`src/rtl/mstl_pkg.sv`:
```
// ----------------------------------------------------------------------------
// mstl_pkg
// shared types and fixed widths of the spanning tree length unit
// ----------------------------------------------------------------------------
package mstl_pkg;

  // total length field, fixed point with the fraction bits in the low bits
  localparam int SUM_BITS   = 34;
  localparam int OUT_TDATA_W = ((SUM_BITS + 7) / 8) * 8;

  // status of the iterative root unit
  typedef struct packed {
    logic busy;
    logic done;
  } mstl_sqrt_stat_t;

endpackage

```
`src/rtl/mstl_ram.sv`:
```
// ----------------------------------------------------------------------------
// mstl_ram
// generic single write port ram with one registered read port
// ----------------------------------------------------------------------------
module mstl_ram #(
  parameter int WIDTH = 8,
  parameter int DEPTH = 32
) (
  input  logic                     clk,
  input  logic                     we,
  input  logic [$clog2(DEPTH)-1:0] waddr,
  input  logic [WIDTH-1:0]         wdata,
  input  logic [$clog2(DEPTH)-1:0] raddr,
  output logic [WIDTH-1:0]         rdata
);

  logic [WIDTH-1:0] mem [DEPTH];

  always_ff @(posedge clk) begin
    if (we) begin
      mem[waddr] <= wdata;
    end
    rdata <= mem[raddr];
  end

endmodule

```
`src/rtl/mstl_sqrt.sv`:
```
// ----------------------------------------------------------------------------
// mstl_sqrt
// iterative fixed point root, floor(sqrt(v << 2*frac)), two operand bits a cycle
// ----------------------------------------------------------------------------
module mstl_sqrt
  import mstl_pkg::*;
#(
  parameter int IN_W      = 25,
  parameter int FRAC_BITS = 16
) (
  input  logic                                 clk,
  input  logic                                 rst,
  input  logic                                 start,
  input  logic [IN_W-1:0]                      value,
  output logic [(IN_W + 1) / 2 + FRAC_BITS-1:0] root,
  output mstl_sqrt_stat_t                      stat
);

  localparam int P  = (IN_W + 1) / 2 + FRAC_BITS;
  localparam int SW = $clog2(P + 1);

  logic [2*P-1:0] op;
  logic [P+1:0]   rem;
  logic [P+1:0]   rem_sh;
  logic [P+1:0]   trial;
  logic [SW-1:0]  steps;

  assign rem_sh = {rem[P-1:0], op[2*P-1:2*P-2]};
  assign trial  = {root, 2'b01};

  always_ff @(posedge clk) begin
    if (rst) begin
      stat  <= '0;
      steps <= '0;
    end else begin
      stat.done <= 1'b0;
      if (start) begin
        stat.busy <= 1'b1;
        steps     <= SW'(P);
        op        <= {{(2*P-IN_W){1'b0}}, value} << (2 * FRAC_BITS);
        rem       <= '0;
        root      <= '0;
      end else if (stat.busy) begin
        op <= op << 2;
        if (rem_sh >= trial) begin
          rem  <= rem_sh - trial;
          root <= {root[P-2:0], 1'b1};
        end else begin
          rem  <= rem_sh;
          root <= {root[P-2:0], 1'b0};
        end
        steps <= steps - SW'(1);
        if (steps == SW'(1)) begin
          stat.busy <= 1'b0;
          stat.done <= 1'b1;
        end
      end
    end
  end

endmodule

```
`src/rtl/euclidean_mst_length_unit.sv`:
```
// ----------------------------------------------------------------------------
// euclidean_mst_length_unit
// euclidean minimum spanning tree length over a set of streamed points
// ----------------------------------------------------------------------------
// usage
//   slave side: one point per beat, x in the low bits, y above, tlast marks
//   the final point of a set. points are stored at one per cycle. points
//   beyond MAX_POINTS are dropped and flagged.
//   after the last beat s_tready stays low while the tree is built with a
//   dense prim pass: for each of n-1 added points one sweep over all n points
//   (framed by fetch and drain, with the point and distance rams read once
//   per cycle) and one fixed point root. a set of one point answers zero
//   in the cycle after its beat.
//   master side: one beat per set, tdata = total length (unsigned, FRAC_BITS
//   fraction bits, saturating), tuser = overflow flag. the result is held
//   while m_tready is low; no new point is taken until it is delivered.
//   reset empties the point store and drops any pending result.
// ----------------------------------------------------------------------------
module euclidean_mst_length_unit
  import mstl_pkg::*;
#(
  parameter int MAX_POINTS = 32,
  parameter int COORD_BITS = 12,
  parameter int FRAC_BITS  = 16
) (
  input  logic                                   clk,
  input  logic                                   rst,
  input  logic                                   s_tvalid,
  output logic                                   s_tready,
  input  logic [((2*COORD_BITS+7)/8)*8-1:0]      s_tdata,   // x_coord, y_coord
  input  logic                                   s_tlast,   // last_point
  output logic                                   m_tvalid,
  input  logic                                   m_tready,
  output logic [OUT_TDATA_W-1:0]                 m_tdata,   // total_length
  output logic                                   m_tuser    // too_many_points
);

  localparam int C  = COORD_BITS;
  localparam int IW = $clog2(MAX_POINTS);
  localparam int CW = $clog2(MAX_POINTS + 1);
  localparam int DW = 2 * C + 1;              // squared distance width
  localparam int RW = (DW + 1) / 2 + FRAC_BITS;
  localparam logic [SUM_BITS:0] SUM_MAX = {1'b0, {SUM_BITS{1'b1}}};

  typedef enum logic [6:0] {
    S_LOAD  = 7'b0000001,
    S_FETCH = 7'b0000010,
    S_LATCH = 7'b0000100,
    S_SWEEP = 7'b0001000,
    S_DRAIN = 7'b0010000,
    S_ROOT  = 7'b0100000,
    S_OUT   = 7'b1000000
  } state_t;

  state_t state;

  logic [CW-1:0] cnt;          // points stored
  logic          ovf;
  logic [CW-1:0] n_pts;
  logic [CW-1:0] added;        // points joined after the first
  logic [IW-1:0] cur;          // point joined last
  logic signed [C-1:0] cx, cy;
  logic [MAX_POINTS-1:0] in_tree;
  logic          first;        // distance ram not yet written in this set

  // sweep pipeline
  logic [CW-1:0] j;
  logic          v1, v2;
  logic [IW-1:0] j1, j2;
  logic [2*C-1:0] sqx, sqy;
  logic [DW-1:0]  dist2;
  logic [DW-1:0]  best;
  logic           best_ok;
  logic [IW-1:0]  bestj;
  logic [SUM_BITS-1:0] sum;

  // point ram: {y, x}
  logic          pt_we;
  logic [IW-1:0] pt_raddr;
  logic [2*C-1:0] pt_rdata;
  logic [DW-1:0]  dist_rdata;
  logic           dist_we;
  logic [DW-1:0]  dist_wdata;

  logic accept;
  logic [CW-1:0] n_eff;

  assign s_tready = (state == S_LOAD);
  assign accept   = s_tvalid && s_tready;
  assign pt_we    = accept && (cnt < CW'(MAX_POINTS));
  assign n_eff    = pt_we ? cnt + CW'(1) : cnt;
  assign pt_raddr = (state == S_FETCH) ? cur : j[IW-1:0];

  mstl_ram #(.WIDTH(2 * C), .DEPTH(MAX_POINTS)) u_points (
    .clk   (clk),
    .we    (pt_we),
    .waddr (cnt[IW-1:0]),
    .wdata (s_tdata[2*C-1:0]),
    .raddr (pt_raddr),
    .rdata (pt_rdata)
  );

  mstl_ram #(.WIDTH(DW), .DEPTH(MAX_POINTS)) u_dist (
    .clk   (clk),
    .we    (dist_we),
    .waddr (j2),
    .wdata (dist_wdata),
    .raddr (j[IW-1:0]),
    .rdata (dist_rdata)
  );

  // stage one: coordinate differences squared
  logic signed [C:0]     dx, dy;
  logic signed [2*C+1:0] mx, my;
  assign dx = {cx[C-1], cx} - {pt_rdata[C-1], pt_rdata[C-1:0]};
  assign dy = {cy[C-1], cy} - {pt_rdata[2*C-1], pt_rdata[2*C-1:C]};
  assign mx = dx * dx;
  assign my = dy * dy;

  // stage two: distance to the tree, updated in place
  logic [DW-1:0] dsq, newd;
  logic          live2;
  assign dsq        = {1'b0, sqx} + {1'b0, sqy};
  assign newd       = (first || dsq < dist2) ? dsq : dist2;
  assign live2      = v2 && !in_tree[j2];
  assign dist_we    = live2;
  assign dist_wdata = newd;

  // root unit for each chosen edge
  logic            sq_start;
  logic [RW-1:0]   root;
  mstl_sqrt_stat_t sq_stat;
  logic [SUM_BITS:0] sum_add;

  assign sq_start = (state == S_DRAIN) && !v1 && !v2;
  assign sum_add  = {1'b0, sum} + (SUM_BITS + 1)'(root);

  mstl_sqrt #(.IN_W(DW), .FRAC_BITS(FRAC_BITS)) u_sqrt (
    .clk   (clk),
    .rst   (rst),
    .start (sq_start),
    .value (best),
    .root  (root),
    .stat  (sq_stat)
  );

  assign m_tdata = {{(OUT_TDATA_W-SUM_BITS){1'b0}}, sum};

  always_ff @(posedge clk) begin
    if (rst) begin
      state    <= S_LOAD;
      cnt      <= '0;
      ovf      <= 1'b0;
      m_tvalid <= 1'b0;
      v1       <= 1'b0;
      v2       <= 1'b0;
    end else begin
      // pipeline moves every cycle
      v1  <= (state == S_SWEEP) && (j < n_pts);
      j1  <= j[IW-1:0];
      v2  <= v1;
      j2  <= j1;
      sqx <= mx[2*C-1:0];
      sqy <= my[2*C-1:0];
      dist2 <= dist_rdata;
      if (live2 && (!best_ok || newd < best)) begin
        best    <= newd;
        bestj   <= j2;
        best_ok <= 1'b1;
      end

      unique case (state)
        S_LOAD: begin
          if (accept) begin
            if (pt_we) begin
              cnt <= cnt + CW'(1);
            end else begin
              ovf <= 1'b1;
            end
            if (s_tlast) begin
              n_pts   <= n_eff;
              sum     <= '0;
              cur     <= '0;
              in_tree <= MAX_POINTS'(1);
              added   <= '0;
              first   <= 1'b1;
              best_ok <= 1'b0;
              if (n_eff <= CW'(1)) begin
                m_tvalid <= 1'b1;
                m_tuser  <= ovf || !pt_we;
                state    <= S_OUT;
              end else begin
                state <= S_FETCH;
              end
            end
          end
        end
        S_FETCH: begin
          state <= S_LATCH;
        end
        S_LATCH: begin
          cx    <= pt_rdata[C-1:0];
          cy    <= pt_rdata[2*C-1:C];
          j     <= '0;
          state <= S_SWEEP;
        end
        S_SWEEP: begin
          // issue one point per cycle, then let the pipeline empty
          if (j < n_pts) begin
            j <= j + CW'(1);
          end else begin
            state <= S_DRAIN;
          end
        end
        S_DRAIN: begin
          if (sq_start) begin
            in_tree[bestj] <= 1'b1;
            cur            <= bestj;
            added          <= added + CW'(1);
            first          <= 1'b0;
            state          <= S_ROOT;
          end
        end
        S_ROOT: begin
          if (sq_stat.done) begin
            sum     <= (sum_add > SUM_MAX) ? SUM_MAX[SUM_BITS-1:0] : sum_add[SUM_BITS-1:0];
            best_ok <= 1'b0;
            if (added == n_pts - CW'(1)) begin
              m_tvalid <= 1'b1;
              m_tuser  <= ovf;
              state    <= S_OUT;
            end else begin
              state <= S_FETCH;
            end
          end
        end
        S_OUT: begin
          if (m_tready) begin
            m_tvalid <= 1'b0;
            cnt      <= '0;
            ovf      <= 1'b0;
            state    <= S_LOAD;
          end
        end
        default: begin
          state <= S_LOAD;
        end
      endcase
    end
  end

endmodule
```
`config.mk`:
```
export PLATFORM = sky130hd
export DESIGN_NAME = euclidean_mst_length_unit
export DESIGN_NICKNAME = d
export VERILOG_FILES = /design/src/rtl/mstl_pkg.sv /design/src/rtl/mstl_ram.sv /design/src/rtl/mstl_sqrt.sv /design/src/rtl/euclidean_mst_length_unit.sv
export SDC_FILE = /design/constraint.sdc
export NUM_CORES = 2
export LEC_CHECK = 0
export BUFFER_PORTS_ARGS = -buffer_cell sky130_fd_sc_hd__buf_2
export CAP_MARGIN = 20
export CORE_MARGIN = 8
export CORE_UTILIZATION = 50
export CTS_CLUSTER_DIAMETER = 60
export CTS_CLUSTER_SIZE = 40
export DETAILED_ROUTE_END_ITERATION = 6
export HOLD_SLACK_MARGIN = 0.03
export PLACE_DENSITY = 0.63
export SLEW_MARGIN = 20
export SYNTH_ARGS = -nofsm -noshare
export SYNTH_HDL_FRONTEND = slang
export SYNTH_HIERARCHICAL = 1
export SYNTH_SLANG_ARGS = --single-unit
```
`constraint.sdc`:
```
create_clock -name clk -period 9.4 [get_ports clk]
set_input_delay 1.88 -clock clk [delete_from_list [all_inputs] [get_ports clk]]
set_output_delay 1.88 -clock clk [all_outputs]
set_load 0.005 [all_outputs]
```
==> impl_metrics.json <==
{
  "setup_viol_count_final": 0,
  "max_slew_margin_pct": 21.1,
  "worstMarginPinSlew_ns": 1.18,
  "ys_types": 98,
  "via_count": 51765,
  "boundaryPins": 72,
  "gp_congestion": 0.853,
  "cp.arrival_ns": 8.82,
  "cts_sinks": 1952,
  "grt.overflow.total": 0,
  "worstSkewPairLatency_ns": 0.82,
  "powerDensity_mw_per_mm2": 267,
  "post-cts-setup-buffers": 0,
  "initial_core_util_pct": 50.1,
  "max_stage_delay_ns": 0.55,
  "cts_tree": "done",
  "core_sq_mm": 0.185,
  "critPathCaptureType": "flop",
  "synth_area_leaders": "edfxtp_1, mux2i_1, fa_1",
  "rsz0062_at_grt": "no",
  "clockRootBuffer": "clkbuf_16",
  "numCtsBuffers": 131,
  "cp_max_fo": 9,
  "drc": 1,
  "p_leak_uw": 0.0375,
  "grt_usage_pct": 21.2,
  "via_per_inst": 5.71,
  "postRouteAntennaNets": 0,
  "detail_route.wl_per_cell_microns": 23.7,
  "die_w_microns": 446,
  "synth_top_area_share_pct": 61.0,
  "vdd_drop_max_mv": 0.425,
  "total_power_uw": 26900,
  "async_flop_share_pct": 0,
  "mostFrequentLayoutCell": "edfxtp_1",
  "drt_iter0_markers": 4071,
  "grt_pass1_vias": 52037,
  "finalNetCount": 7065,
  "violations": "design-rule violations",
  "numPortBuffers": 65,
  "synth-edff-count": 1879,
  "ys_ff_latch": 1952,
  "synth_cells": 6437,
  "rows": 158,
  "dpl.cell_count": 8817,
  "synth-main-ff-cell": "edfxtp_1",
  "dieArea_sq_mm": 0.199,
  "synth_top_cell_by_area": "edfxtp_1",
  "cts_resized": 0,
  "drt-pass1-iter-count": 7,
  "grt_max_degree": 126,
  "path_class": "reg -> reg",
  "max_freq_mhz": 121,
  "layout.cells.non_filler": 9067,
  "worstPathRequired_ns": 9.93,
  "htree_num_levels": 4,
  "ctsHoldBuffers": 0,
  "ys_seq_area_share_pct": 62.6,
  "grt_first_pass_wirelength_mm": 324,
  "status": "finished with violations",
  "start_kind": "flop",
  "critPathSlowestCell": "fa_1",
  "final_cell_mix": "edfxtp_1, mux2i_1, inv_1, a21oi_1, nand2_1",
  "drv_cap": 0,
  "syn_area_sq_mm": 0.0925,
  "drv_slew": 0,
  "fin_skew_ns": 0.0596,
  "setup-tns-final_ns": 0,
  "synth-warning-count": 6,
  "syn_area_per_cell_sq_um": 14.4,
  "hold_viol": 0,
  "drive_above_1_share_pct": 9.02,
  "place_hpwl_mm": 132,
  "clkSlewWorstSetupHoldPaths_ns": 0.08,
  "syn_to_final_growth_pct": 8.73,
  "fin_crit_sh_pct": 88.1,
  "routed_wl_mm": 215,
  "die_h_microns": 446,
  "antenna_found_initial": 14,
  "clock_path_buffers": 3,
  "fin_crit_ns": 8.28,
  "hold_path.class": "reg -> reg"
}
-- final timing paths --
kind         cells after the start  slack (ns)        to         startpoint
min reg2reg                      0        0.41  dist2[5]    u_dist/rdata[5]
max                             31        1.12   sqx[22]  u_points/rdata[1]
min                              0        0.41  dist2[5]    u_dist/rdata[5]
max reg2reg                     31        1.12   sqx[22]  u_points/rdata[1]
-- worst max-delay path, delay by kind of cell (launching register included) --
family | cells | cell delay (ns)
fa+ha+maj | 8 | 3.38
compound gates | 11 | 2.34
buf+inv | 6 | 0.70
xor+xnor | 3 | 0.66
simple gates | 3 | 0.53
flops | 1 | 0.38
-- area by class of cell --
cell class	count	area, sq um
inverter	505	1900
multi-input combinational	3722	31600
sequential	1952	57900
tap	2480	3100
clock buffer	143	3410
timing repair buffer	162	1260
fill	15040	84100
antenna	3	7.51
clock inverter	100	1410
-- kinds of logic (layout without fill, tap and decap cells) --
kind of cell             after synthesis  after routing  synth area share, %
flip-flops                          1952           1952                 62.6
AND/OR/NAND/NOR                     1180           1180                 5.94
AO/OA/AOI/OAI                        945            945                 6.79
multiplexers                         860            860                 9.50
buffers and inverters                769            910                 3.82
adder cells (fa/ha/maj)              562            562                 9.74
XOR/XNOR                             168            168                 1.59
other                                  1             10              0.00406
-- layer usage --
layer	part of all wire [%]	track usage (%)	wire [microns]
met1	43	28.3	92000
met2	50	37.1	108000
met3	4.5	2.44	9660
met4	2.3	5.19	4870
met5	0	0	0
-- through the flow --
| step | instance area (sq um) | utilization [%] | hold WS, ns | setup slack [ns] |
|---|---|---|---|---|
| after floorplan | 92500 | - | 0.386 | 1.30 |
| after global placement | 95500 | 51.7 | 0.388 | 1.25 |
| after detailed placement | 95600 | 51.8 | 0.389 | 1.14 |
| after CTS | 100000 | 54.4 | 0.412 | 1.09 |
| after global routing | 101000 | 54.4 | 0.420 | 0.452 |
| final | 101000 | 54.4 | 0.412 | 1.12 |
-- state kept, by name (all words and copies together) (netlist names), 23 cells and up --
signal and flops:
u_dist/rdata 25, u_sqrt/op 26, in_tree 32, u_points/rdata 24
sqx 23, best 25, sqy 23, u_sqrt/rem 29
u_sqrt/root 29, u_dist/mem 800, u_points/mem 768, dist2 25
sum 34
-- report_power, final --
| group | leakage [uW] | total (uW) | switching [uW] | internal [uW] |
|---|---|---|---|---|
| sequential | 0.0176 | 12000 | 141 | 11900 |
| clock | 0.00232 | 6380 | 3280 | 3100 |
| combinational | 0.0175 | 8450 | 5560 | 2900 |
-- synth_stat cells (44+ instances only) --
library cell     n
a21o_1          51
inv_1          501
mux2i_1        800
o21ai_0         76
nand2_1        308
mux2_2          51
xor2_1          49
buf_6           44
xnor2_1        119
clkbuf_1        83
buf_2           66
edfxtp_1      1879
nor3_1          88
nor2_1         362
dfxtp_1         73
nand3_1        193
a31oi_1         65
a22oi_1        148
a22o_1          99
fa_1           263
ha_1           299
a21oi_1        342
No activity file was read; power rests on OpenSTA's default activity.
